<file path="config.mk">
export PLATFORM = sky130hd
export DESIGN_NAME = bba_ram
export DESIGN_NICKNAME = d
export VERILOG_FILES = /design/src/hdl/bba_ram.sv
export SDC_FILE = /design/constraint.sdc
export NUM_CORES = 2
export LEC_CHECK = 0
export BUFFER_PORTS_ARGS = -buffer_cell sky130_fd_sc_hd__buf_2
export CAP_MARGIN = 20
export CORE_ASPECT_RATIO = 0.7
export CORE_MARGIN = 3
export CORE_UTILIZATION = 35
export CTS_BUF_LIST = sky130_fd_sc_hd__clkbuf_2
export CTS_CLUSTER_DIAMETER = 80
export DETAILED_ROUTE_END_ITERATION = 12
export PLACE_DENSITY = 0.53
export SETUP_SLACK_MARGIN = 0.15
export SLEW_MARGIN = 30
export SYNTH_ARGS = -nofsm -noshare
export SYNTH_HDL_FRONTEND = slang
export SYNTH_SLANG_ARGS = --single-unit
</file>
<file path="constraint.sdc">
create_clock -name clk_i -period 8.15 [get_ports clk_i]
set_input_delay 0.4075 -clock clk_i [delete_from_list [all_inputs] [get_ports clk_i]]
set_output_delay 0.4075 -clock clk_i [all_outputs]
set_load 0.03 [all_outputs]
</file>
<file path="src/hdl/bba_ram.sv">
// bba_ram: generic single-write, single-read memory with registered read data
// no dependencies
module bba_ram #(
  parameter int unsigned WIDTH = 32,
  parameter int unsigned DEPTH = 64,
  localparam int unsigned AW   = (DEPTH > 1) ? $clog2(DEPTH) : 1
) (
  input  logic             clk_i,
  input  logic             we_i,
  input  logic [AW-1:0]    waddr_i,
  input  logic [WIDTH-1:0] wdata_i,
  input  logic             re_i,
  input  logic [AW-1:0]    raddr_i,
  output logic [WIDTH-1:0] rdata_o
);
  logic [WIDTH-1:0] mem_q [DEPTH];
  logic [WIDTH-1:0] rdata_q;

  always_ff @(posedge clk_i) begin
    if (we_i) mem_q[waddr_i] <= wdata_i;
    if (re_i) rdata_q <= mem_q[raddr_i];
  end

  assign rdata_o = rdata_q;
endmodule

</file>
---- Word-level counts from Yosys, hierarchy flattened ----
Memories as Yosys holds them, arrays and structs flattened. A register that Yosys moved wholly into a read port is not among the register bits.
Index checks and enable logic that the tools add are counted.
storage, ports and cells
  memories ................................ 1
  bits of input ports ..................... 47
  bits in writable memories ............... 2048
  word-level logic and storage cells ...... 3
  flip-flop bits (word level) ............. 0
operators by class
  mux-type cells .......................... 2
memory list
  name   words  width  rd ports  clocked after Yosys merged registers in  write ports  line  text
  mem_q  64     32     1         1                                        1            16    logic [WIDTH-1:0] mem_q [DEPTH];
operator list
  operator  count
  $mux 1    2

---- Longest topological paths before layout ----
  depth after elaboration ................. 2
  mapped depth ............................ 10
  gate-level depth less buffers ........... 5

---- Worst setup path before layout ----
No wires, ideal clock.
  path kind ............................... input to register
  start ................................... in waddr_i[3]
  end ..................................... mem mem_q[48][0] (enable)
  path buffers ............................ 1
  required time ........................... 7.689 ns
  cell stages on the path ................. 4
  setup slack ............................. 4.583 ns
  library setup time ...................... 0.461 ns
  arrival ................................. 3.106 ns
  path through ............................ clkbuf_1 -> nor2b_1 -> nand4b_1 -> nor3_1
RTL lines
  item             line  text
  start, declared  10    input logic [AW-1:0] waddr_i,
  end, declared    16
No word-level cell before the write port.

==> impl_metrics.json <==
{
  "status": "completed",
  "maxCapViolations": 0,
  "required_ns": 9.47,
  "whs_ns": 0.2222,
  "grt_max_degree": 109,
  "maxSlewHeadroom_pct": 29.66,
  "timing.final.crit_share_pct": 41.88,
  "cts_tree": "yes",
  "power_per_cell_area_mw_per_mm2": 219.2,
  "crit_start": "raddr_i[0]",
  "clock_latency_ns": 1.60,
  "grt_usage_pct": 19.59,
  "syn_area_per_cell_sq_um": 23.72,
  "worst_setup_path_end_kind": "flip-flop",
  "crit_family": "buffers and inverters",
  "syn_nets": 3371,
  "io_buffers": 78,
  "cp_data_arrival_time_ns": 4.74,
  "synth-main-ff-cell": "edfxtp_1",
  "cp.buffers_inverters": 5,
  "layout_setup_ws_ns": 4.737,
  "yosysSeqAreaShare_pct": 79.23,
  "cts_root_buf": "clkbuf_2",
  "hold_path.class": "in2reg",
  "dp_slack_ns": 3.781,
  "antenna_found_initial": 28,
  "final_common_cell": "edfxtp_1",
  "power.leakage_uw": 0.02811,
  "hpwl_mm": 119.6,
  "synth_cell_type_count": 33,
  "cts-hold-fix-buffers": 106,
  "mostFrequentLayoutCells": "edfxtp_1, clkbuf_2, mux4_2",
  "synth_edf_count": 2080,
  "postCtsResizedCells": 0,
  "crit_slowest_cell": "buf_4",
  "setup_viol": 0,
  "drive_gt1_share_pct": 36.56,
  "ys_ff_latch": 2080,
  "clockBufferDepth": 4,
  "clock-sinks": 2080,
  "grt_pass1_wl_mm": 316.6,
  "worst-setup-path-type": "in2reg",
  "rsz0062_at_grt": "false",
  "area_growth_pct": 12.98,
  "first_pass_iters": 5,
  "dieWidth_um": 573.3,
  "skew_ns": 0.1241,
  "synthCells": 3324,
  "fp.dieH_um": 403.1,
  "slew_viol_final": 0,
  "grt_overflow": 0,
  "netlist_area_sq_mm": 0.07884,
  "hold_viol": 0,
  "final.setup.tns_ns": 0,
  "grt_pass1_vias": 39590,
  "boundaryPins": 79,
  "min-delay-start": "raddr_i[3]",
  "die_area_sq_mm": 0.2311,
  "start_util_pct": 35.27,
  "r2r_start": "mem_q[47][3]",
  "period_needed_ns": 3.413,
  "crit_chain": "dlygate4sd3_1 > buf_8 > buf_4 > buf_4 > mux4_2 > mux2i_1 > a21oi_1 > a21oi_1 > dlygate4sd3_1 > nor2_1",
  "fin_nets": 3964,
  "ant_nets": 0,
  "peakVddDrop_mv": 0.09666,
  "async_reset_ff_share_pct": 0,
  "wl_mm": 229.0,
  "start_kind": "input port",
  "tightestPinTransition_ns": 1.055,
  "numCtsBuffers": 468,
  "max_stage_delay_ns": 0.63,
  "yosysWarnings": 0,
  "cts_max_level": 5,
  "rows": 145,
  "fmax_ghz": 0.2930,
  "gp_congestion": 0.7327,
  "drc": 0,
  "wl_per_cell_um": 31.42,
  "num_vias": 39300,
  "viasPerCell": 5.391,
  "core_area_sq_mm": 0.2235,
  "worst-path-max-fanout": 54,
  "first_iter_violations": 5170,
  "clk_pin_slew_worst_paths_ns": 0.12,
  "cts_setup_buffers": 0
}
-- final timing paths --
kind | end | slack (ns) | cells after the start
min | rdata_o[20] | 0.22 | 5
max | rdata_o[27] | 4.74 | 10
max reg2reg | rdata_o[3] | 5.51 | 4
min reg2reg | rdata_o[17] | 0.84 | 4
-- logic make-up (layout without fill, tap and decap cells) --
family          count (synthesis)  count (layout)  share of synthesized area, %
flops                        2080            2080                         79.23
mux                           637             637                         16.72
simple gates                  223             223                         1.260
compound gates                202             202                         1.666
buf+inv                       182            1128                         1.124
other cells                     0               6                             0
-- Yosys cell counts, types with 15 or more instances --
cell	n	area (sq um)
buf_1	21	78.83
mux2i_1	93	930.9
nor2_1	137	514.2
o221ai_1	27	236.5
buf_4	25	187.7
buf_2	57	285.3
nand2_1	26	97.59
mux4_2	544	12250
clkbuf_1	74	277.8
nor2b_1	15	93.84
edfxtp_1	2080	62460
a21oi_1	62	310.3
o22ai_1	84	525.5
-- layout make-up --
cell class	count	area (sq um)
diodes	6	15.01
multi-input cells	1062	16030
well taps	3013	3770
flip-flops and latches	2080	62460
repair buffers	305	2719
fillers	20070	134400
clock buffers	699	3498
clock inverters	124	573.1
-- report_power, final --
group	switching [uW]	internal [uW]	total (uW)
Combinational	751	432	1180
Clock	4110	2340	6450
Sequential	39.8	11800	11900
Total	4900	14600	19500
-- tightest hold or removal path, cell delays in order --
cell and delay, ns:
dlygate4sd3_1 0.55, buf_6 0.23, nor2_1 0.16, a311oi_1 0.08, nor3_1 0.18
-- metal layers --
layer | part of all wire [%] | track usage (%) | vias to the layer above
met1 | 43 | 28.79 | 21020
li1 | - | - | 15810
met3 | 11 | 6.688 | 362
met5 | 0.047 | 0.1447 | -
met2 | 43 | 27.83 | 2093
met4 | 2.2 | 5.117 | 12
-- per-stage QoR --
step	cells	power [uW]	utilization (%)	instance area, sq um
2_1_floorplan	3324	12720	-	78840
3_3_place_gp	6354	13260	37.43	83660
3_5_place_dp	6354	13270	37.45	83710
4_1_cts	7283	19760	39.83	89030
5_1_grt	7287	20400	39.85	89060
6_report	7289	19520	39.85	89070
-- flip-flops by register name, summed over array words and instances (netlist names) --
name     count
mem_q     2048
rdata_o     32
(Power assumes the default switching activity.)
