**config.mk**
```make
export PLATFORM = sky130hd
export DESIGN_NAME = bba_mark_store
export DESIGN_NICKNAME = d
export VERILOG_FILES = /design/src/hdl/bba_pkg.sv /design/src/hdl/bba_ram.sv /design/src/hdl/bba_mark_store.sv
export SDC_FILE = /design/constraint.sdc
export NUM_CORES = 2
export LEC_CHECK = 0
export BUFFER_PORTS_ARGS = -buffer_cell sky130_fd_sc_hd__buf_2
export CAP_MARGIN = 0
export CORE_MARGIN = 4
export CORE_UTILIZATION = 50
export DETAILED_ROUTE_END_ITERATION = 10
export PLACE_DENSITY = 0.72
export SLEW_MARGIN = 15
export SYNTH_ARGS = -nofsm -noshare
export SYNTH_HDL_FRONTEND = slang
export SYNTH_SLANG_ARGS = --single-unit
```
**constraint.sdc**
```tcl
create_clock -name clk_i -period 6.61 [get_ports clk_i]
set_input_delay 1.322 -clock clk_i [delete_from_list [all_inputs] [get_ports clk_i]]
set_output_delay 1.322 -clock clk_i [all_outputs]
set_load 0.05 [all_outputs]
```
**src/hdl/bba_pkg.sv**
```systemverilog
// bba_pkg: sizes, storage layout, codes and helper functions of the buddy block allocator
// no dependencies; every other file of the allocator but bba_ram takes its names from here
package bba_pkg;

  localparam int unsigned TOP_ORDER  = 10;
  localparam int unsigned UNIT_BYTES = 16;
  localparam int unsigned UNITS      = 1 << TOP_ORDER;

  localparam int unsigned IDX_W    = 10;
  localparam int unsigned ORD_W    = 4;
  localparam int unsigned BYTES_W  = 16;
  localparam int unsigned HDR_W    = 8;
  localparam int unsigned STATUS_W = 3;
  localparam logic [HDR_W-1:0] HDR_RESET = 8'd16;

  // free marks and start bits are packed into 32-bit rows
  localparam int unsigned WORD_BITS = 32;
  localparam int unsigned WB        = 5;

  // rows used by the free marks of one order
  function automatic int unsigned words_of(int unsigned k);
    int unsigned blocks;
    blocks = 1 << (TOP_ORDER - k);
    return (blocks > WORD_BITS) ? blocks / WORD_BITS : 1;
  endfunction

  function automatic int unsigned mark_rows();
    int unsigned acc;
    acc = 0;
    for (int unsigned k = 0; k <= TOP_ORDER; k++) begin
      acc += words_of(k);
    end
    return acc;
  endfunction

  localparam int unsigned MARK_ROWS  = mark_rows();
  localparam int unsigned START_ROWS = (UNITS > WORD_BITS) ? UNITS / WORD_BITS : 1;
  localparam int unsigned START_BASE = MARK_ROWS;
  localparam int unsigned ROWS       = MARK_ROWS + START_ROWS;
  localparam int unsigned ROW_W      = $clog2(ROWS);

  typedef logic [ROW_W-1:0]     row_t;
  typedef logic [WORD_BITS-1:0] word_t;
  typedef logic [IDX_W-1:0]     idx_t;
  typedef logic [ORD_W-1:0]     ord_t;
  typedef logic [WB-1:0]        pos_t;
  typedef row_t                 base_tab_t [0:TOP_ORDER];

  function automatic base_tab_t base_tab();
    base_tab_t   t;
    int unsigned acc;
    acc = 0;
    for (int unsigned k = 0; k <= TOP_ORDER; k++) begin
      t[k] = ROW_W'(acc);
      acc += words_of(k);
    end
    return t;
  endfunction

  // first row of each order's free marks
  localparam base_tab_t ORDER_BASE = base_tab();

  typedef enum logic [STATUS_W-1:0] {
    ST_OK        = 3'd0,
    ST_ZERO      = 3'd1,
    ST_TOO_LARGE = 3'd2,
    ST_NO_MEM    = 3'd3,
    ST_BAD_FREE  = 3'd4
  } status_e;

  typedef enum logic {
    REQ_ALLOC = 1'b0,
    REQ_FREE  = 1'b1
  } req_type_e;

  typedef enum logic [2:0] {
    S_IDLE,
    S_FIND,
    S_ATAKE,
    S_ASPLIT,
    S_AMARK,
    S_FCHK,
    S_FMERGE,
    S_DONE
  } state_e;

  // read/write request to the mark store
  typedef struct packed {
    logic  rd_en;
    row_t  rd_row;
    logic  wr_en;
    row_t  wr_row;
    word_t wr_data;
  } mem_req_t;

  // smallest nonempty order at or above the needed one
  typedef struct packed {
    logic found;
    ord_t order;
    pos_t word;
  } srch_t;

  typedef struct packed {
    row_t row;
    pos_t pos;
  } loc_t;

  function automatic pos_t lowest_set(word_t w);
    pos_t p;
    p = '0;
    for (int i = WORD_BITS - 1; i >= 0; i--) begin
      if (w[i]) p = WB'(i);
    end
    return p;
  endfunction

endpackage

```
**src/hdl/bba_ram.sv**
```systemverilog
// bba_ram: generic single-write, single-read memory with registered read data
// no dependencies
module bba_ram #(
  parameter int unsigned WIDTH = 32,
  parameter int unsigned DEPTH = 64,
  localparam int unsigned AW   = (DEPTH > 1) ? $clog2(DEPTH) : 1
) (
  input  logic             clk_i,
  input  logic             we_i,
  input  logic [AW-1:0]    waddr_i,
  input  logic [WIDTH-1:0] wdata_i,
  input  logic             re_i,
  input  logic [AW-1:0]    raddr_i,
  output logic [WIDTH-1:0] rdata_o
);
  logic [WIDTH-1:0] mem_q [DEPTH];
  logic [WIDTH-1:0] rdata_q;

  always_ff @(posedge clk_i) begin
    if (we_i) mem_q[waddr_i] <= wdata_i;
    if (re_i) rdata_q <= mem_q[raddr_i];
  end

  assign rdata_o = rdata_q;
endmodule

```
**src/hdl/bba_mark_store.sv**
```systemverilog
// bba_mark_store: memory of free marks and start bits, row valid and nonzero flags, search
// depends on bba_pkg and bba_ram
module bba_mark_store (
  input  logic              clk_i,
  input  logic              rst_ni,
  input  bba_pkg::mem_req_t req_i,
  output bba_pkg::word_t    rd_data_o,
  input  bba_pkg::ord_t     need_i,
  output bba_pkg::srch_t    srch_o
);
  localparam bba_pkg::row_t TOP_ROW = bba_pkg::ORDER_BASE[bba_pkg::TOP_ORDER];
  localparam logic [bba_pkg::ROWS-1:0] NZ_RESET =
    {{(bba_pkg::ROWS-1){1'b0}}, 1'b1} << TOP_ROW;

  logic [bba_pkg::ROWS-1:0]    valid_q;
  logic [bba_pkg::ROWS-1:0]    nz_q;
  bba_pkg::row_t               rd_row_q;
  bba_pkg::word_t              ram_data;
  logic [bba_pkg::TOP_ORDER:0] nonempty;
  bba_pkg::pos_t               first_word [0:bba_pkg::TOP_ORDER];

  bba_ram #(
    .WIDTH (bba_pkg::WORD_BITS),
    .DEPTH (bba_pkg::ROWS)
  ) u_ram (
    .clk_i   (clk_i),
    .we_i    (req_i.wr_en),
    .waddr_i (req_i.wr_row),
    .wdata_i (req_i.wr_data),
    .re_i    (req_i.rd_en),
    .raddr_i (req_i.rd_row),
    .rdata_o (ram_data)
  );

  always_ff @(posedge clk_i or negedge rst_ni) begin
    if (!rst_ni) begin
      valid_q          <= '0;
      nz_q             <= NZ_RESET;
      rd_row_q         <= '0;
    end else begin
      if (req_i.rd_en) rd_row_q <= req_i.rd_row;
      if (req_i.wr_en) begin
        valid_q[req_i.wr_row] <= 1'b1;
        nz_q[req_i.wr_row]    <= |req_i.wr_data;
      end
    end
  end

  // a row never written reads as its reset contents
  always_comb begin
    if (valid_q[rd_row_q]) begin
      rd_data_o = ram_data;
    end else begin
      rd_data_o = (rd_row_q == TOP_ROW) ? bba_pkg::word_t'(1) : '0;
    end
  end

  for (genvar k = 0; k <= bba_pkg::TOP_ORDER; k++) begin : g_order
    localparam int unsigned B = bba_pkg::ORDER_BASE[k];
    localparam int unsigned N = bba_pkg::words_of(k);
    logic [N-1:0] rows_nz;
    assign rows_nz       = nz_q[B +: N];
    assign nonempty[k]   = |rows_nz;
    assign first_word[k] = bba_pkg::lowest_set(bba_pkg::word_t'(rows_nz));
  end

  always_comb begin
    srch_o = '0;
    for (int k = bba_pkg::TOP_ORDER; k >= 0; k--) begin
      if (nonempty[k] && (k >= int'(need_i))) begin
        srch_o.found = 1'b1;
        srch_o.order = bba_pkg::ORD_W'(k);
      end
    end
    srch_o.word = first_word[srch_o.order];
  end
endmodule

```
* After elaboration in Yosys (flattened, before gate mapping) *
Memories as Yosys holds them, arrays and structs flattened. A register that Yosys moved wholly into a read port is not among the register bits.
Index checks and enable logic that the tools add are counted.

storage, ports and cells
  flip-flop bits (word level) = 207
  memory bits (writable) = 3,200
  output and inout port bits = 42
  memories kept = 1

operators by class
  magnitude comparators = 15
  eq/ne operators = 1
  multiplexer cells = 85
  bitwise operators = 2
  reduce and logical (&&, ||, !) cells = 18

memories
  name         depth  width  read ports  clocked after memory_dff  wr ports  RTL line       source
  u_ram.mem_q  100    32     1           1                         1         bba_ram.sv:16  logic [WIDTH-1:0] mem_q [DEPTH];

operators with widths
  operator                                                                             number
  5-bit two-way mux                                                                    71
  100-bit bitwise mux                                                                  1
  100-bit OR                                                                           1
  32-bit OR reduction                                                                  2
  32-bit two-way mux                                                                   1
  5-bit binary-select mux with 4-bit select                                            1
  3-bit by 4-bit greater-or-equal comparator with 1-bit output, first input constant   4
  7-bit by 8-bit less-than comparator with 1-bit output, second input constant         2
  16-bit OR reduction                                                                  1
  4-bit greater-or-equal comparator, first input constant                              3
  1-bit logical AND                                                                    12
  1-bit by 4-bit greater-or-equal comparator with 1-bit output, first input constant   2
  2-bit by 4-bit greater-or-equal comparator with 1-bit output, first input constant   2
  8-bit OR reduction                                                                   1
  1-bit binary-select mux with 7-bit select                                            1
  1-bit demux with 7-bit select                                                        1
  7-bit == test, second input constant                                                 1
  7-bit by 1-bit greater-or-equal comparator with 1-bit output, second input constant  1
  1-bit two-way mux                                                                    6
  5-bit greater-or-equal comparator, second input constant                             1
  4-bit inverter with 5-bit output                                                     1
  4-bit two-way mux                                                                    1
  4-bit OR reduction                                                                   1
  3-bit two-way mux                                                                    1
  2 further kinds                                                                      2

* Depth between registers and ports, before layout *
  depth after elaboration = 35
  mapped depth = 10
  gate-level depth less buffers = 7

* Modules after synthesis *
Synthesis repeated with hierarchy kept, for this count alone.

second synthesis, totals
  cells, all modules = 6,329
  area, all modules = 131,668.8 um^2

modules (own cells, without submodules)
  module          times used  cells an instance  area each (um^2)  sequential area each (um^2)
  bba_ram         1           5,502              123,236.9         97,053.1
  bba_mark_store  1           827                8,431.8           4,380.5

* Worst setup path after synthesis *
No wires, ideal clock.

  kind = input -> output
  start = in need_i[3]
  end = out srch_o[2] (netlist name)
  arrival time = 4,098 ps
  setup slack = 1,190 ps
  cell stages on the path = 7
  buffers on the path = 1
  path through = clkbuf_1 -> o21ba_2 -> a22oi_1 -> o21ai_0 -> a21oi_2 -> a41oi_1 -> a221oi_1

RTL lines
  item                RTL line             source
  start: declaration  bba_mark_store.sv:8  input bba_pkg::ord_t need_i,
  end: declaration    bba_mark_store.sv:9  output bba_pkg::srch_t srch_o

==> metrics <==
status=finished, final reports clean; Rows=between 150 and 200; layout cells sized above 1=0.310; Detail Placement HPWL=between 150,000 and 200,000 um; H-tree levels=5; worst r2r dst=u_ram.rdata_o[13]$_DFFE_PP_; HP Class=primary input to asynchronous set/reset pin; Worst EP required=5.29 ns; Clock transition at path regs=0.06 ns; Iter 0 DRT Violations=approximately 11,000; cell count after synthesis=5,623; Peak VDD IR=about 0.33 mV; DIE HEIGHT=slightly above 500 um; crit start category=register; commonest register cell after synthesis=edfxtp_1; Overflow after GRT=0; asr flop ratio synth=0.0514; Slew @ Worst Pin=1.29 ns; Post-CTS Resized=0; Worst Setup EP=srch_o[1]; post-synthesis cell type count=57; Worst Reg-to-Reg Cells=6; Root Buffer=clkbuf_16; I/O Pins=96; Setup TNS Final=0 ns; setup violators final=0; fin. max-slew vios=0; TritonCTS clock tree=yes; Placement Cell Area=around 140,000 um^2; Vias/cell=6.51; Initial Util=0.504; unrepaired setup endpoints after global routing=no; drc violations=0; Total GRT Usage=0.258; Critical Path AT=4.70 ns; total die area=270,000 um^2; Final min period=6.02 ns; Syn-to-layout area delta=13.1%; fin area=148,000 um^2; Post-Syn Nets=5,677; width of the die=520 um; Post-CTS Setup Bufs=0; fin nets=a little over 6,000; critical path endpoint category=output pin; ANT nets after route=0; clk sinks=between 3,000 and 4,000; Avg Synthesized Cell Area=~23 um^2; CTS Buf Count=343; post-synthesis sequential area ratio=0.775; drt wl/cell=35.7 um; normalized max-slew margin=0.141; Max-cap violations=0; LEAKAGE=approximately 0.048 uW; Max Clock Freq=0.166 GHz; largest net degree at the start of global routing=between 100 and 150; number of synthesis warnings=0; antenna violations before repair=54; Power Total=45,800 uW; register bit total from synthesis=roughly 3,400; Final period util=0.911; number of global-route vias before repair=around 63,000; CORE AREA=260,000 um^2; Power Density=309 nW/um^2; PortBufs=95; critical path class=register to output pin; detailed-router iteration count before antenna repair=6; FF-to-FF setup slack=roughly 3.5 ns; global-route wire length before repair=489,000 um; clock tree buffer depth=4; vias=63,700; crit path launch=nz_q[6]$_DFFE_PN0P_; netlist area before placement=roughly 130,000 um^2; clk_lat worst skew=0.97 ns; final hold vios=0; Post-synth EDFFs=approximately 3,200; Worst R2R Start=u_ram.mem_q[43][13]$_DFFE_PP_; Routed WL=349,000 um; highest net fanout along the worst path=13; clk_skew=~0.084 ns; Final Util=0.570; hold buffer count at cts=0; Final GP Congestion=just under 0.9
-- per-layer routing --
metal  global-route usage  wire, um
met5                    0        93
met2                0.399    166000
met1                0.350    124000
met4                0.121     18600
met3               0.0624     40300
-- cells in the final DEF (no fill, tap or decap), types with 5 or more instances in the layout --
master / instances
clkbuf_8: 5
mux4_2: 1022
nor2_4: 48
clkinv_2: 57
clkinv_1: 120
a211oi_1: 6
nor3_1: 18
clkinvlp_4: 10
buf_4: 215
nor2_1: 59
nand2_1: 159
o31ai_1: 6
mux2_2: 8
mux2i_1: 99
nand4_1: 5
clkbuf_16: 350
diode_2: 25
a21oi_1: 30
clkbuf_1: 52
buf_2: 56
nand3_1: 17
nor4_1: 22
edfxtp_1: 3232
o21ai_0: 97
nand2b_1: 66
inv_1: 13
a21o_1: 31
bufinv_16: 32
buf_12: 38
inv_2: 11
or2_2: 49
nor2b_1: 45
inv_6: 5
clkinv_4: 5
o22ai_1: 31
or4_1: 5
dfrtp_1: 173
-- area by class of cell --
cell class	instances	area, um^2
diodes	25	62.6
clock buffers	407	9020
clock inverters	191	1750
fillers	18200	112000
inverters	66	248
multi-input cells	1867	28400
flip-flops and latches	3407	101000
well taps	3496	4370
repair buffers	317	2800
-- worst max-delay path, stage by stage, from the launching register on --
cell and delay [ns]:
dfrtp_1 0.45, nor4_1 0.60, nand4_1 0.30, o21ai_1 0.31, o211ai_2 0.31, or4_1 0.49, a31oi_1 0.20, a21boi_1 0.72
buf_2 0.40
-- synth_stat cells, types with 5 or more instances --
library cell	n	share of area
a211oi_1	6	0.00034
a21o_1	31	0.0018
a21oi_1	30	0.0011
buf_1	28	0.00080
buf_2	83	0.0032
clkbuf_1	166	0.0048
dfrtp_1	174	0.033
edfxtp_1	3232	0.74
inv_1	66	0.0019
mux2_2	8	0.00069
mux2i_1	99	0.0076
mux4_2	1022	0.18
nand2_1	159	0.0046
nand2b_1	66	0.0032
nand3_1	17	0.00065
nand4_1	5	0.00024
nor2_1	107	0.0031
nor2b_1	45	0.0022
nor3_1	18	0.00069
nor4_1	25	0.0012
o21ai_0	97	0.0037
o22ai_1	31	0.0015
o31ai_1	6	0.00034
or2_2	49	0.0023
or4_1	5	0.00029
-- worst min-delay path by stage --
| stage | startpoint | to | slack (ns) | cells after the start |
|---|---|---|---|---|
| 5_1_grt | rst_ni | nz_q[63]$_DFFE_PN0P_ | 0.34 | 1 |
| 6_report | rst_ni | nz_q[63]$_DFFE_PN0P_ | 0.33 | 1 |
| 3_5_place_dp | valid_q[47]$_DFFE_PN0P_ | valid_q[47]$_DFFE_PN0P_ | 0.45 | 1 |
| 3_3_place_gp | valid_q[19]$_DFFE_PN0P_ | valid_q[19]$_DFFE_PN0P_ | 0.44 | 1 |
| 4_1_cts | rst_ni | valid_q[0]$_DFFE_PN0P_ | 0.30 | 1 |
| 2_1_floorplan | valid_q[10]$_DFFE_PN0P_ | valid_q[10]$_DFFE_PN0P_ | 0.43 | 1 |
-- cell families (layout without fill, tap and decap cells) --
kind of cell	count (synthesis)	in the layout	synth area share
muxes	1129	1129	0.184
other	0	25	0
DFF	3407	3407	0.775
AOI/OAI and AO/OA	232	232	0.0110
buffers and inverters	349	981	0.0111
and+or+nand+nor	506	506	0.0189
-- registers in the layout, summed over array words and instances (netlist names) --
signal	count
nz_q	68
u_ram.rdata_o	32
rd_row_q	7
valid_q	100
u_ram.mem_q	3200
-- report_power, final --
| part | leakage [uW] | switching [uW] | internal (uW) |
|---|---|---|---|
| clock | 0.00528 | 7900 | 10900 |
| sequential | 0.0314 | 198 | 23900 |
| combinational | 0.0109 | 1780 | 1060 |
| total | 0.0475 | 9870 | 35900 |
-- through the flow --
stage	cells	setup slack, ns	hold WS (ns)
after floorplan	5623	1.19	0.429
after global placement	9147	0.982	0.444
after detailed placement	9149	1.02	0.447
after CTS	9747	0.566	0.301
after global routing	9764	0.355	0.338
final	9776	0.588	0.333
Note: power is estimated with default switching activity, not from simulation.
