### config.mk
export PLATFORM = sky130hd
export DESIGN_NAME = bba_size_calc
export DESIGN_NICKNAME = d
export VERILOG_FILES = /design/src/hdl/bba_pkg.sv /design/src/hdl/bba_size_calc.sv
export SDC_FILE = /design/constraint.sdc
export NUM_CORES = 1
export LEC_CHECK = 0
export ABC_AREA = 1
export BUFFER_PORTS_ARGS = -buffer_cell sky130_fd_sc_hd__buf_2
export CAP_MARGIN = 40
export CORE_UTILIZATION = 58
export DETAILED_ROUTE_END_ITERATION = 12
export PLACE_DENSITY_LB_ADDON = 0.3
export SYNTH_ARGS = -nofsm -noshare
export SYNTH_HDL_FRONTEND = slang
export SYNTH_SLANG_ARGS = --single-unit
export TNS_END_PERCENT = 10
### constraint.sdc
create_clock -name vclk -period 4.25
set_input_delay 0.85 -clock vclk [all_inputs]
set_output_delay 0.85 -clock vclk [all_outputs]
set_load 0.005 [all_outputs]
### src/hdl/bba_pkg.sv
// bba_pkg: sizes, storage layout, codes and helper functions of the buddy block allocator
// no dependencies; every other file of the allocator but bba_ram takes its names from here
package bba_pkg;

  localparam int unsigned TOP_ORDER  = 10;
  localparam int unsigned UNIT_BYTES = 16;
  localparam int unsigned UNITS      = 1 << TOP_ORDER;

  localparam int unsigned IDX_W    = 10;
  localparam int unsigned ORD_W    = 4;
  localparam int unsigned BYTES_W  = 16;
  localparam int unsigned HDR_W    = 8;
  localparam int unsigned STATUS_W = 3;
  localparam logic [HDR_W-1:0] HDR_RESET = 8'd16;

  // free marks and start bits are packed into 32-bit rows
  localparam int unsigned WORD_BITS = 32;
  localparam int unsigned WB        = 5;

  // rows used by the free marks of one order
  function automatic int unsigned words_of(int unsigned k);
    int unsigned blocks;
    blocks = 1 << (TOP_ORDER - k);
    return (blocks > WORD_BITS) ? blocks / WORD_BITS : 1;
  endfunction

  function automatic int unsigned mark_rows();
    int unsigned acc;
    acc = 0;
    for (int unsigned k = 0; k <= TOP_ORDER; k++) begin
      acc += words_of(k);
    end
    return acc;
  endfunction

  localparam int unsigned MARK_ROWS  = mark_rows();
  localparam int unsigned START_ROWS = (UNITS > WORD_BITS) ? UNITS / WORD_BITS : 1;
  localparam int unsigned START_BASE = MARK_ROWS;
  localparam int unsigned ROWS       = MARK_ROWS + START_ROWS;
  localparam int unsigned ROW_W      = $clog2(ROWS);

  typedef logic [ROW_W-1:0]     row_t;
  typedef logic [WORD_BITS-1:0] word_t;
  typedef logic [IDX_W-1:0]     idx_t;
  typedef logic [ORD_W-1:0]     ord_t;
  typedef logic [WB-1:0]        pos_t;
  typedef row_t                 base_tab_t [0:TOP_ORDER];

  function automatic base_tab_t base_tab();
    base_tab_t   t;
    int unsigned acc;
    acc = 0;
    for (int unsigned k = 0; k <= TOP_ORDER; k++) begin
      t[k] = ROW_W'(acc);
      acc += words_of(k);
    end
    return t;
  endfunction

  // first row of each order's free marks
  localparam base_tab_t ORDER_BASE = base_tab();

  typedef enum logic [STATUS_W-1:0] {
    ST_OK        = 3'd0,
    ST_ZERO      = 3'd1,
    ST_TOO_LARGE = 3'd2,
    ST_NO_MEM    = 3'd3,
    ST_BAD_FREE  = 3'd4
  } status_e;

  typedef enum logic {
    REQ_ALLOC = 1'b0,
    REQ_FREE  = 1'b1
  } req_type_e;

  typedef enum logic [2:0] {
    S_IDLE,
    S_FIND,
    S_ATAKE,
    S_ASPLIT,
    S_AMARK,
    S_FCHK,
    S_FMERGE,
    S_DONE
  } state_e;

  // read/write request to the mark store
  typedef struct packed {
    logic  rd_en;
    row_t  rd_row;
    logic  wr_en;
    row_t  wr_row;
    word_t wr_data;
  } mem_req_t;

  // smallest nonempty order at or above the needed one
  typedef struct packed {
    logic found;
    ord_t order;
    pos_t word;
  } srch_t;

  typedef struct packed {
    row_t row;
    pos_t pos;
  } loc_t;

  function automatic pos_t lowest_set(word_t w);
    pos_t p;
    p = '0;
    for (int i = WORD_BITS - 1; i >= 0; i--) begin
      if (w[i]) p = WB'(i);
    end
    return p;
  endfunction

endpackage

### src/hdl/bba_size_calc.sv
// bba_size_calc: adds the header to a request and finds the smallest fitting order
// depends on bba_pkg
module bba_size_calc (
  input  logic [bba_pkg::BYTES_W-1:0] bytes_i,
  input  logic [bba_pkg::HDR_W-1:0]   header_i,
  output logic                        zero_o,
  output logic                        too_large_o,
  output bba_pkg::ord_t               need_o
);
  localparam int unsigned TOT_W = bba_pkg::BYTES_W + 1;

  logic [TOT_W-1:0]           total;
  logic [bba_pkg::TOP_ORDER:0] fits;

  assign total = TOT_W'(bytes_i) + TOT_W'(header_i);

  // one compare per order against the block size
  always_comb begin
    for (int k = 0; k <= bba_pkg::TOP_ORDER; k++) begin
      fits[k] = (64'(total) <= (64'(bba_pkg::UNIT_BYTES) << k));
    end
  end

  always_comb begin
    need_o = '0;
    for (int k = bba_pkg::TOP_ORDER; k >= 0; k--) begin
      if (fits[k]) need_o = bba_pkg::ORD_W'(k);
    end
  end

  assign zero_o      = (bytes_i == '0);
  assign too_large_o = ~|fits;
endmodule

Word level (Yosys, flattened, before mapping)

Index checks and enable logic that the tools add are counted.

Bits in registers: 0
Output and inout bits: 6

$add $sub $neg: 1
Order comparisons: 11
Multiplexer cells: 11
Reductions and logical operators: 3

Operators with widths:

| kind                 | number |
|---|---|
| $mux 4               | 11 |
| $add 16x8->17        | 1 |
| $le 17x10->1 const B | 1 |
| $le 17x11->1 const B | 1 |
| $le 17x12->1 const B | 1 |
| $le 17x13->1 const B | 1 |
| $le 17x14->1 const B | 1 |
| $le 17x15->1 const B | 1 |
| $le 17x5->1 const B  | 1 |
| $le 17x6->1 const B  | 1 |
| $le 17x7->1 const B  | 1 |
| $le 17x8->1 const B  | 1 |
| $le 17x9->1 const B  | 1 |
| $logic_not 16->1     | 1 |
| $reduce_or 11->1     | 1 |
| $logic_not 1->1      | 1 |

Logic depth before layout (Yosys ltp)

Gate-level depths: netlist (run 1).

Depth in word-level cells: 13
Gate-level depth with buffers: 21
Depth with buffers taken out: 21

Least setup slack after synthesis (run 1)

OpenSTA, ideal clock, no wires.

Kind: input to output
Start: in bytes_i[0] (netlist bit)
End: out need_o[1]
Data arrival time: 2.938 ns
Required time: 3.400 ns
Path slack: 0.462 ns
Stages on the path: 16
Buffers on the path: 0
Path through: ha_1 -> fa_1 -> or2_2 -> nor2_1 -> nand3_1 -> nor2_1 -> nand2_1 -> nor2_2 -> nand2_2 -> inv_1 -> nand4_1 -> a21oi_1 -> nand2_1 -> nand2_1 -> nand2_1 -> a21oi_1

Longest elaborated chain between the ends: 13
Elaborated cells on any way between the ends: 23
Classes of those cells: add/sub: 1; order compare: 11; mux: 11

Ends and longest elaborated chain:

| item                 | RTL line            | source |
|---|---|---|
| start: declaration   | bba_size_calc.sv:4  | `input logic [bba_pkg::BYTES_W-1:0] bytes_i,` |
| $add 16x8->17 *      | bba_size_calc.sv:15 | `assign total = TOT_W'(bytes_i) + TOT_W'(header_i);` |
| $le 17x15->1         | bba_size_calc.sv:20 | `fits[k] = (64'(total) <= (64'(bba_pkg::UNIT_BYTES) << k));` |
| $mux 4 (10 in a row) | bba_size_calc.sv:27 | `if (fits[k]) need_o = bba_pkg::ORD_W'(k);` |
| $mux 4 *             | bba_size_calc.sv:27 |  |
| end: declaration     | bba_size_calc.sv:8  | `output bba_pkg::ord_t need_o` |

Mark *: on every way between the ends. The rest lies on a longest branch, timed or not.

Final worst setup path (run 1)

Ends and elaborated chain as after synthesis.

==> results.md, run 1 <==
- Status: completed
- Required @ worst endpoint: 3.40 ns
- Hold crit path type: in -> out
- Crit-path leading delay family: simple AND/OR/NAND/NOR gates
- GPL Wtd Cong: 0.885
- PwrDens: 110 mW/mm^2
- I/O Buffers: 30
- Clock buffer cells: 0
- Post-Synthesis Cells: 285
- WS Path Type: in -> out
- Sequential cell area: 0 sq um
- CP Max Fanout: 4
- Worst path most repeated cell: nand2_1
- DIE HEIGHT: 51.4 microns
- DRT Pass-1 Iters: 4
- Ys Warns: 0
- Starting Density: 62.9%
- Via Count: 1775
- Synth area leaders: nand2_1 23%, inv_1 13%, nand3_1 13%
- Placed cell area: 0.00160 sq mm
- Total gr overflow: 0
- ANT nets after route: 0
- Antenna violations before repair: 0
- Sequential area share after synthesis: 0%
- Share of layout cells above drive strength 1: 26.3%
- DP Worst Slack: 0.106 ns
- Total track usage: 29.0%
- Setup slack after layout: 0.245 ns
- DRC errors left: 0
- Relative slew slack: 73.6%
- Vias per Instance: 5.17
- Synthesized area: 0.00142 sq mm
- Seq cells: 0
- Detailed Place HPWL: 3.08 mm
- Avg Cell Area, Syn: 4.97 sq um
- Area of the core: 0.00225 sq mm
- Worst path max stage delay: 0.42 ns
- Worst slew pin tran: 0.396 ns
- Initial DRC count: 51
- Final setup viols: 0
- Peak supply drop: 0.0000956 V
- WP data arrival: 3.16 ns
- Placed cell count: 343
- Diode count: 0
- Vias in the first global route: 1513
- DIE AREA: 0.00265 sq mm
- Post-synth top area share: 23.3%
- Yosys cell types: 24
- CP Launch Type: primary input
- Cts hold-fix bufs: 0
- Layout fillers: 241
- Syn-to-layout area delta: 14.9%
- Cell Rows: 17
- Io pins: 30
- CP max-delay cell: fa_2
- Wirelength per Cell: 10.3 microns
- Final instance area: 0.00163 sq mm
- WP buf/inv: 3
- P_leak: 0.970 nW
- Sequence of cells on the critical path: buf_2 -> ha_4 -> fa_2 -> or2_2 -> nor2_2 -> nand3_1 -> nor2_1 -> nand2_1 -> nor2_4 -> nand2_2 -> inv_1 -> nand4_1 -> a21oi_2 -> nand2_1 -> nand2_1 -> nand2_1 -> a21oi_1 -> buf_2
- Fmax: 250 MHz
- Fin Setup TNS: 0 ns
- Final period util: 94.2%
- Finished Layout Cells: 343
- CP Capture Type: primary output
- Nets: 350
- Pins Over Slew Limit: 0
- Post-synth net total: 318
- Pin count of the biggest net entering global routing: 8
- Cell taking the most area after synthesis: nand2_1
- Chip width: 51.4 microns
- Endpoints failing hold: 0
- First-pass GRT wire length: 6.15 mm
- Post-Route WL: 3.53 mm
- Tmin final: 4.01 ns
- MaxCap Viol Count: 0
[cells in the mapped netlist]
master / number
nor4_1: 2
o21ai_0: 1
and2_1: 1
nand4_1: 8
a21oi_2: 1
o21ai_2: 1
nand2_2: 27
nand2_1: 88
or2_2: 1
fa_1: 1
nand2_4: 1
nand3_1: 37
nor2_2: 5
inv_2: 5
nand3b_1: 2
nor2_1: 22
a21oi_1: 8
o21bai_1: 1
inv_1: 50
ha_1: 8
nand3_2: 3
and3_4: 1
nor2_4: 4
nor3_1: 7
[power by group]
part	internal (mW)	switching, mW	leakage, nW
clock	0	0	0
sequential	0	0	0
combinational	0.0605	0.119	0.970
total	0.0605	0.119	0.970
[cells by family after synthesis]
| group | Yosys count | synth area share (%) |
|---|---|---|
| buf+inv | 55 | 14.6 |
| compound gates | 12 | 4.94 |
| fa+ha+maj | 9 | 8.47 |
| simple gates | 209 | 72.0 |
[per-layer routing]
metal / GRT usage [%] / wire (microns) / share of wire [%]
met4: 1.80 / 21 / 0.59
met3: 0 / 131 / 3.7
met1: 40.1 / 1710 / 48
met5: 0 / 0 / 0
met2: 51.9 / 1670 / 47
[final cells by class]
type                       instances  area [sq um]  area share (%)
multi-input combinational        230          1240            76.0
inverter                          55           206            12.7
timing repair buffer              30           150            9.22
tap                               28          35.0            2.15
[placed cells by master, fill, tap and decap left out]
| cell type | n |
|---|---|
| ha_1 | 7 |
| buf_2 | 30 |
| nand4_1 | 8 |
| nand2_4 | 1 |
| ha_4 | 1 |
| nand2_1 | 88 |
| inv_2 | 5 |
| inv_1 | 50 |
| nor2_1 | 21 |
| o21bai_1 | 1 |
| o21ai_2 | 1 |
| nor3_1 | 7 |
| and2_1 | 1 |
| a21oi_1 | 7 |
| nor4_1 | 2 |
| nor2_2 | 5 |
| nand3_1 | 37 |
| and3_4 | 1 |
| nor2_4 | 5 |
| nand2_2 | 27 |
| o21ai_0 | 1 |
| a21oi_2 | 2 |
| nand3_2 | 3 |
| fa_2 | 1 |
| nand3b_1 | 2 |
| or2_2 | 1 |
[what timing repair did]
item	in CTS	in global routing
setup buffers	0	0
resized for setup	0	6
setup endpoints to repair	0	3
[final timing paths]
check                 slack [ns]         to       start  cells past startpoint
worst max-delay path        0.24  need_o[1]  bytes_i[0]                     18
worst min-delay path        2.07     zero_o  bytes_i[7]                      5
[metrics by stage]
step	hold WS [ns]	utilization [%]	power [mW]
floorplan	1.81	-	0.129
global placement	2.08	71.1	0.169
detailed placement	2.07	71.1	0.173
CTS	2.07	71.1	0.173
global route	2.09	72.3	0.203
finish	2.07	72.3	0.180
No activity file was read; power rests on OpenSTA's default activity.
==> run 2: changes to the inputs <==
--- a/config.mk
+++ b/config.mk
@@ -5,10 +5,10 @@
 export SDC_FILE = /design/constraint.sdc
 export NUM_CORES = 1
 export LEC_CHECK = 0
-export ABC_AREA = 1
 export BUFFER_PORTS_ARGS = -buffer_cell sky130_fd_sc_hd__buf_2
 export CAP_MARGIN = 40
-export CORE_UTILIZATION = 58
+export CORE_MARGIN = 3
+export CORE_UTILIZATION = 56
 export DETAILED_ROUTE_END_ITERATION = 12
 export PLACE_DENSITY_LB_ADDON = 0.3
 export SYNTH_ARGS = -nofsm -noshare
==> run 2 against run 1 <==
- the run now ends with negative setup slack left
- routed wire length up 5.1%
- non-clock buffer count grew 19
- via count is 21% lower
- maximum frequency fell by 6.0%
- combinational power is 24% higher
- hold slack improved by 0.015 ns
- first-iteration DRC count up 25%
- synthesized area is 23% lower
- synthesized cell count fell by 49%
- cell count is 38% lower
- worst setup slack worse by 0.26 ns
==> results.md, run 2 <==
- Area of the core: 0.00178 sq mm (was 0.00225 sq mm)
- Avg Cell Area, Syn: 7.57 sq um (was 4.97 sq um)
- Initial DRC count: 64 (was 51)
- CP Capture Type: primary output (unchanged)
- WP data arrival: 3.41 ns (was 3.16 ns)
- DRC errors left: 0 (unchanged)
- Worst slew pin tran: 0.450 ns (was 0.396 ns)
- Chip width: 50.1 microns (was 51.4 microns)
- WS Path Type: in -> out (unchanged)
- I/O Buffers: 30 (unchanged)
- ANT nets after route: 0 (unchanged)
- Starting Density: 61.1% (was 62.9%)
- Post-synthesis mux area share: 0.918% (was 0%)
- Yosys cell types: 61 (was 24)
- Post-synth top area share: 9.18% (was 23.3%)
- DP Worst Slack: -0.113 ns (was 0.106 ns)
- Post-synth net total: 177 (was 318)
- Final instance area: 0.00149 sq mm (was 0.00163 sq mm)
- Required @ worst endpoint: 3.40 ns (about the same)
- Status: finished, violations left (was completed)
- Vias per Instance: 6.67 (was 5.17)
- GPL Wtd Cong: 0.904 (was 0.885)
- Largest family of logic cells by synthesized area: compound AO/OA/AOI/OAI gates (was simple AND/OR/NAND/NOR gates)
- Post-Synth Adder-Cell Area: 11.0% (was 8.47%)
- Peak supply drop: 0.000110 V (was 0.0000956 V)
- Sequential area share after synthesis: 0% (unchanged)
- Pin count of the biggest net entering global routing: 9 (was 8)
- DIE AREA: 0.00251 sq mm (was 0.00265 sq mm)
- PwrDens: 150 mW/mm^2 (was 110 mW/mm^2)
- Placed cell area: 0.00136 sq mm (was 0.00160 sq mm)
- Nets: 221 (was 350)
- DIE HEIGHT: 50.1 microns (was 51.4 microns)
- Total Power: 0.224 mW (was 0.180 mW)
- Cell taking the most area after synthesis: ha_1 (was nand2_1)
- Final setup viols: 2 (was 0)
- Via Count: 1407 (was 1775)
- Tmin final: 4.26 ns (was 4.01 ns)
- Hold Startpoint: bytes_i[2] (was bytes_i[7])
- WHS: 2.08 ns (was 2.07 ns)
- Placed cell count: 209 (was 343)
- Most frequent cells in the layout: 30 x buf_2, 19 x buf_4, 10 x nor2_1, 8 x nand2_1, 7 x o21ai_0 (was 88 x nand2_1, 50 x inv_1, 37 x nand3_1, 30 x buf_2, 27 x nand2_2)
- Synthesized area: 0.00109 sq mm (was 0.00142 sq mm)
- Final core occ: 83.6% (was 72.3%)
- Commonest non-fill, non-tap cell in the layout: buf_2 (was nand2_1)
- MaxCap Viol Count: 0 (unchanged)
- Syn-to-layout area delta: 36.7% (was 14.9%)
- Detailed Place HPWL: 2.63 mm (was 3.08 mm)
- Sequential cell area: 0 sq um (unchanged)
- Ys Warns: 0 (unchanged)
- DRT Pass-1 Iters: 4 (unchanged)
- Synth area leaders: ha_1 9.2%, nor2_1 4.1%, xnor2_1 4.0% (was nand2_1 23%, inv_1 13%, nand3_1 13%)
- Layout fillers: 100 (was 241)
- Total track usage: 24.5% (was 29.0%)
- Post-Synth Simple-Gate Area: 34.8% (was 72.0%)
- Vias in the first global route: 1191 (was 1513)
- Dominant cell by count in the synthesized netlist: nor2_1 (was nand2_1)
- Antenna violations before repair: 0 (unchanged)
- Post-synthesis compound-gate area fraction: 41.0% (was 4.94%)
- Final period util: 100% (was 94.2%)
- Fin Setup TNS: -0.0183 ns (was 0 ns)
- Seq cells: 0 (unchanged)
- Post-synthesis xor/xnor area fraction: 7.92% (was 0%)
- Synth cell count leaders: 12 x nor2_1, 9 x nand2_1, 8 x ha_1, 8 x nor3_1, 7 x o21ai_0 (was 88 x nand2_1, 50 x inv_1, 37 x nand3_1, 27 x nand2_2, 22 x nor2_1)
- CP Launch Type: primary input (unchanged)
- Hold crit path type: in -> out (unchanged)
- Relative slew slack: 69.9% (was 73.6%)
- Pins Over Slew Limit: 0 (unchanged)
- First-pass GRT wire length: 5.04 mm (was 6.15 mm)
- Setup slack after layout: -0.0119 ns (was 0.245 ns)
- Clock buffer cells: 0 (unchanged)
- Share of layout cells above drive strength 1: 49.5% (was 26.3%)
- Endpoints failing hold: 0 (unchanged)
- Worst hold endpoint: zero_o (unchanged)
- Io pins: 30 (unchanged)
- Wirelength per Cell: 17.6 microns (was 10.3 microns)
- Post-Synthesis Cells: 144 (was 285)
- Finished Layout Cells: 211 (was 343)
- Total gr overflow: 0 (unchanged)
- Post-Route WL: 3.71 mm (was 3.53 mm)
- Fmax: 235 MHz (was 250 MHz)
- WHS Path Cells: 4 (was 5)
- Diode count: 0 (unchanged)
- CP Max Fanout: 5 (was 4)
- P_leak: 0.581 nW (was 0.970 nW)
- Violated checks: negative setup slack
- Cell Rows: 15 (was 17)
run 2: changes by cell type after synthesis, moves of 5 or more:
cell / before / now
nand2_2: 27 / 2
o21ai_0: 1 / 7
inv_1: 50 / 2
nor2_2: 5 / 0
nand4_1: 8 / 3
nand3_1: 37 / 6
inv_2: 5 / 0
xnor2_1: 0 / 5
nand2_1: 88 / 9
nor2_1: 22 / 12
run 2: metal layers:
metal / routed length [microns] / vias to the layer above / global-route usage [%]
met5: 0 / - / 0
met4: 94 / 0 / 2.30
met3: 184 / 12 / 0.302
met2: 1850 / 64 / 46.5
met1: 1580 / 664 / 31.1
li1: - / 667 / -
run 2: worst max path at each step:
stage	from	endpoint	slack (ns)
finish	bytes_i[0]	need_o[0]	-0.01
detailed placement	bytes_i[0]	need_o[1]	-0.11
CTS	bytes_i[0]	need_o[1]	-0.01
global placement	bytes_i[0]	need_o[1]	0.01
floorplan	bytes_i[0]	need_o[1]	0.28
global route	bytes_i[0]	need_o[1]	-0.10
run 2: cell families (layout without fill, tap and decap cells):
kind of cell / after synthesis / after routing
and+or+nand+nor: 63 / 63
AOI/OAI and AO/OA: 53 / 53
adders and majority gates: 9 / 9
xor gates and xnor gates: 9 / 9
buffers and inverters: 9 / 51
muxes: 1 / 1
run 2: critical path, stage by stage:
cell,delay [ns]
buf_2,0.12
ha_4,0.16
fa_2,0.40
a21o_1,0.22
a211oi_2,0.30
o221ai_2,0.22
nor3_4,0.33
nand2_1,0.15
a41o_1,0.27
nor3_2,0.18
o21ai_1,0.08
buf_2,0.12
run 2: final cells by class:
type | instances | area [sq um] | share of cell area, %
Inverter | 2 | 7.51 | 0.504
Multi-Input combinational cell | 135 | 1160 | 77.7
Tap cell | 25 | 31.3 | 2.10
Timing Repair Buffer | 49 | 293 | 19.6
run 2: what timing repair did:
action                                  4_1_cts  5_1_grt
gates resized for setup                       3       22
hold buffers                                  0        0
hold endpoints to repair                      0        0
pin swaps                                     1       16
buffers inserted                              0        2
endpoints found under the setup margin        4        4
run 2: power breakdown:
| group | internal, mW | total [mW] | switching (mW) | leakage, nW |
|---|---|---|---|---|
| clock | 0 | 0 | 0 | 0 |
| sequential | 0 | 0 | 0 | 0 |
| combinational | 0.0969 | 0.224 | 0.127 | 0.581 |
| total | 0.0969 | 0.224 | 0.127 | 0.581 |
==> run 3: changes to the inputs <==
--- a/config.mk
+++ b/config.mk
@@ -5,10 +5,12 @@
 export SDC_FILE = /design/constraint.sdc
 export NUM_CORES = 1
 export LEC_CHECK = 0
+export ABC_AREA = 1
 export BUFFER_PORTS_ARGS = -buffer_cell sky130_fd_sc_hd__buf_2
 export CAP_MARGIN = 40
-export CORE_MARGIN = 3
-export CORE_UTILIZATION = 56
+export CELL_PAD_IN_SITES_DETAIL_PLACEMENT = 0
+export CELL_PAD_IN_SITES_GLOBAL_PLACEMENT = 1
+export CORE_UTILIZATION = 38
 export DETAILED_ROUTE_END_ITERATION = 12
 export PLACE_DENSITY_LB_ADDON = 0.3
 export SYNTH_ARGS = -nofsm -noshare
==> run 3 against run 2 <==
- the flow now finishes without violations
- via count rose by 24%
- worst setup slack improved by 0.28 ns
- cell count grew 72%
- maximum frequency rose by 7.0%
- power shrank 17%
- sequential share of layout area did not move
- final area rose by 13%
- hold slack better by 0.0052 ns
- sequential cell count is the same
- clock-buffer cell count unchanged
==> results.md, run 3 (synthesis results as in run 1) <==
- Status: completed (was finished, violations left)
- Fmax: 251 MHz (was 235 MHz)
- Final period util: 93.7% (was 100%)
- P_leak: 0.981 nW (was 0.581 nW)
- DRT Pass-1 Iters: 4 (unchanged)
- Pin count of the biggest net entering global routing: 8 (was 9)
- Area of the multi-input gates: 0.00126 sq mm (was 0.00116 sq mm)
- WP data arrival: 3.13 ns (was 3.41 ns)
- I/O Buffers: 30 (unchanged)
- Total Power: 0.185 mW (was 0.224 mW)
- Wirelength per Cell: 10.1 microns (was 17.6 microns)
- Via Count: 1743 (was 1407)
- Peak supply drop: 0.0000576 V (was 0.000110 V)
- Relative slew slack: 73.8% (was 69.9%)
- Setup slack after layout: 0.268 ns (was -0.0119 ns)
- Most frequent cells in the layout: 86 x nand2_1, 50 x inv_1, 36 x nand3_1, 30 x buf_2, 29 x nand2_2 (was 30 x buf_2, 19 x buf_4, 10 x nor2_1, 8 x nand2_1, 7 x o21ai_0)
- Fin Setup TNS: 0 ns (was -0.0183 ns)
- Final core occ: 49.1% (was 83.6%)
- DIE HEIGHT: 63.1 microns (was 50.1 microns)
- ANT nets after route: 0 (unchanged)
- Cell Rows: 21 (was 15)
- MaxCap Viol Count: 0 (unchanged)
- GPL Wtd Cong: 0.849 (was 0.904)
- Chip width: 63.1 microns (was 50.1 microns)
- Io pins: 30 (unchanged)
- Hold Startpoint: bytes_i[13] (was bytes_i[2])
- Syn-to-layout area delta: 19.2% (was 36.7%)
- Pins Over Slew Limit: 0 (unchanged)
- Starting Density: 41.2% (was 61.1%)
- DRC errors left: 0 (unchanged)
- Layout fillers: 390 (was 100)
- WHS Path Cells: 5 (was 4)
- Tmin final: 3.98 ns (was 4.26 ns)
- Detailed Place HPWL: 3.19 mm (was 2.63 mm)
- Final setup viols: 0 (was 2)
- Total gr overflow: 0 (unchanged)
- Total track usage: 19.0% (was 24.5%)
- Required @ worst endpoint: 3.40 ns (about the same)
- Seq cells: 0 (unchanged)
- Share of layout cells above drive strength 1: 28.4% (was 49.5%)
- Hold crit path type: in -> out (unchanged)
- Initial DRC count: 80 (was 64)
- CP Launch Type: primary input (unchanged)
- Endpoints failing hold: 0 (unchanged)
- Clock buffer cells: 0 (unchanged)
- Vias in the first global route: 1585 (was 1191)
- Vias per Instance: 4.80 (was 6.67)
- Cts hold-fix bufs: 0 (unchanged)
- CP Max Fanout: 3 (was 5)
- Post-Route WL: 3.66 mm (was 3.71 mm)
- Worst hold endpoint: zero_o (unchanged)
- Commonest non-fill, non-tap cell in the layout: nand2_1 (was buf_2)
- Critical path origin: bytes_i[0] (unchanged)
- WS Path Type: in -> out (unchanged)
- First-pass GRT wire length: 6.41 mm (was 5.04 mm)
- CP Capture Type: primary output (unchanged)
- DP Worst Slack: 0.122 ns (was -0.113 ns)
- Diode count: 0 (unchanged)
- Sequential cell area: 0 sq um (unchanged)
- Area of the core: 0.00344 sq mm (was 0.00178 sq mm)
- Nets: 352 (was 221)
- DIE AREA: 0.00398 sq mm (was 0.00251 sq mm)
- PwrDens: 110 mW/mm^2 (was 150 mW/mm^2)
- Antenna violations before repair: 0 (unchanged)
- Worst slew pin tran: 0.392 ns (was 0.450 ns)
- WHS: 2.09 ns (was 2.08 ns)
## run 3: changes by cell type in the layout (fill, tap and decap cells not counted), sizes merged, moves of 4 or more
cell	before	now
xnor2	6	0
o21ai	9	2
a22oi	4	0
inv	2	55
nand3	7	40
buf	49	32
nor2	12	31
nand2	11	116
a211oi	6	0
nand4	3	8
## run 3: through the flow
stage | area [sq um] | std cells
CTS | 1630 | 362
detailed placement | 1630 | 362
global route | 1690 | 363
global placement | 1630 | 362
finish | 1690 | 363
floorplan | 1420 | 285
## run 3: repair_timing
| action | in CTS | in global routing |
|---|---|---|
| gates resized for setup | 0 | 13 |
| setup buffers | 0 | 1 |
| hold endpoints to repair | 0 | 0 |
| setup endpoints to repair | 0 | 2 |
## run 3: per-layer routing
| metal | GRT usage [%] | vias up | wire [microns] |
|---|---|---|---|
| met3 | 1.09 | 4 | 134 |
| met4 | 2.91 | 0 | 40 |
| li1 | - | 965 | - |
| met5 | 0 | - | 0 |
| met2 | 33.5 | 42 | 1640 |
| met1 | 25.5 | 732 | 1850 |
## run 3: where the power goes
part | total, mW | internal [mW] | switching, mW
clock network | 0 | 0 | 0
registers | 0 | 0 | 0
logic | 0.185 | 0.0639 | 0.121
total | 0.185 | 0.0639 | 0.121
## run 3: cell type report
type,count,area share [%]
multi-input cells,230,74.6
inverters,55,12.2
repair buffers,32,9.78
well taps,46,3.41
## run 3: worst max path at each step
stage	depth (start not counted)	end	slack [ns]
after CTS	18	need_o[1]	0.12
after floorplan	16	need_o[1]	0.46
final	20	need_o[0]	0.27
after detailed placement	18	need_o[1]	0.12
after global placement	18	need_o[1]	0.18
after global routing	20	need_o[0]	-0.009
## run 3: critical path, stage by stage
cell	delay (ns)
buf_2	0.12
ha_4	0.16
fa_2	0.39
or2_4	0.24
nor2_4	0.11
nand3_2	0.09
nor2_2	0.13
nand2_2	0.08
nor2_4	0.13
nand2_2	0.07
nor2_2	0.10
nand3_1	0.07
nand2_1	0.09
nand2_1	0.05
nand2_1	0.06
nand2_1	0.05
nand2_1	0.06
nand2_1	0.06
a21oi_2	0.10
buf_2	0.11
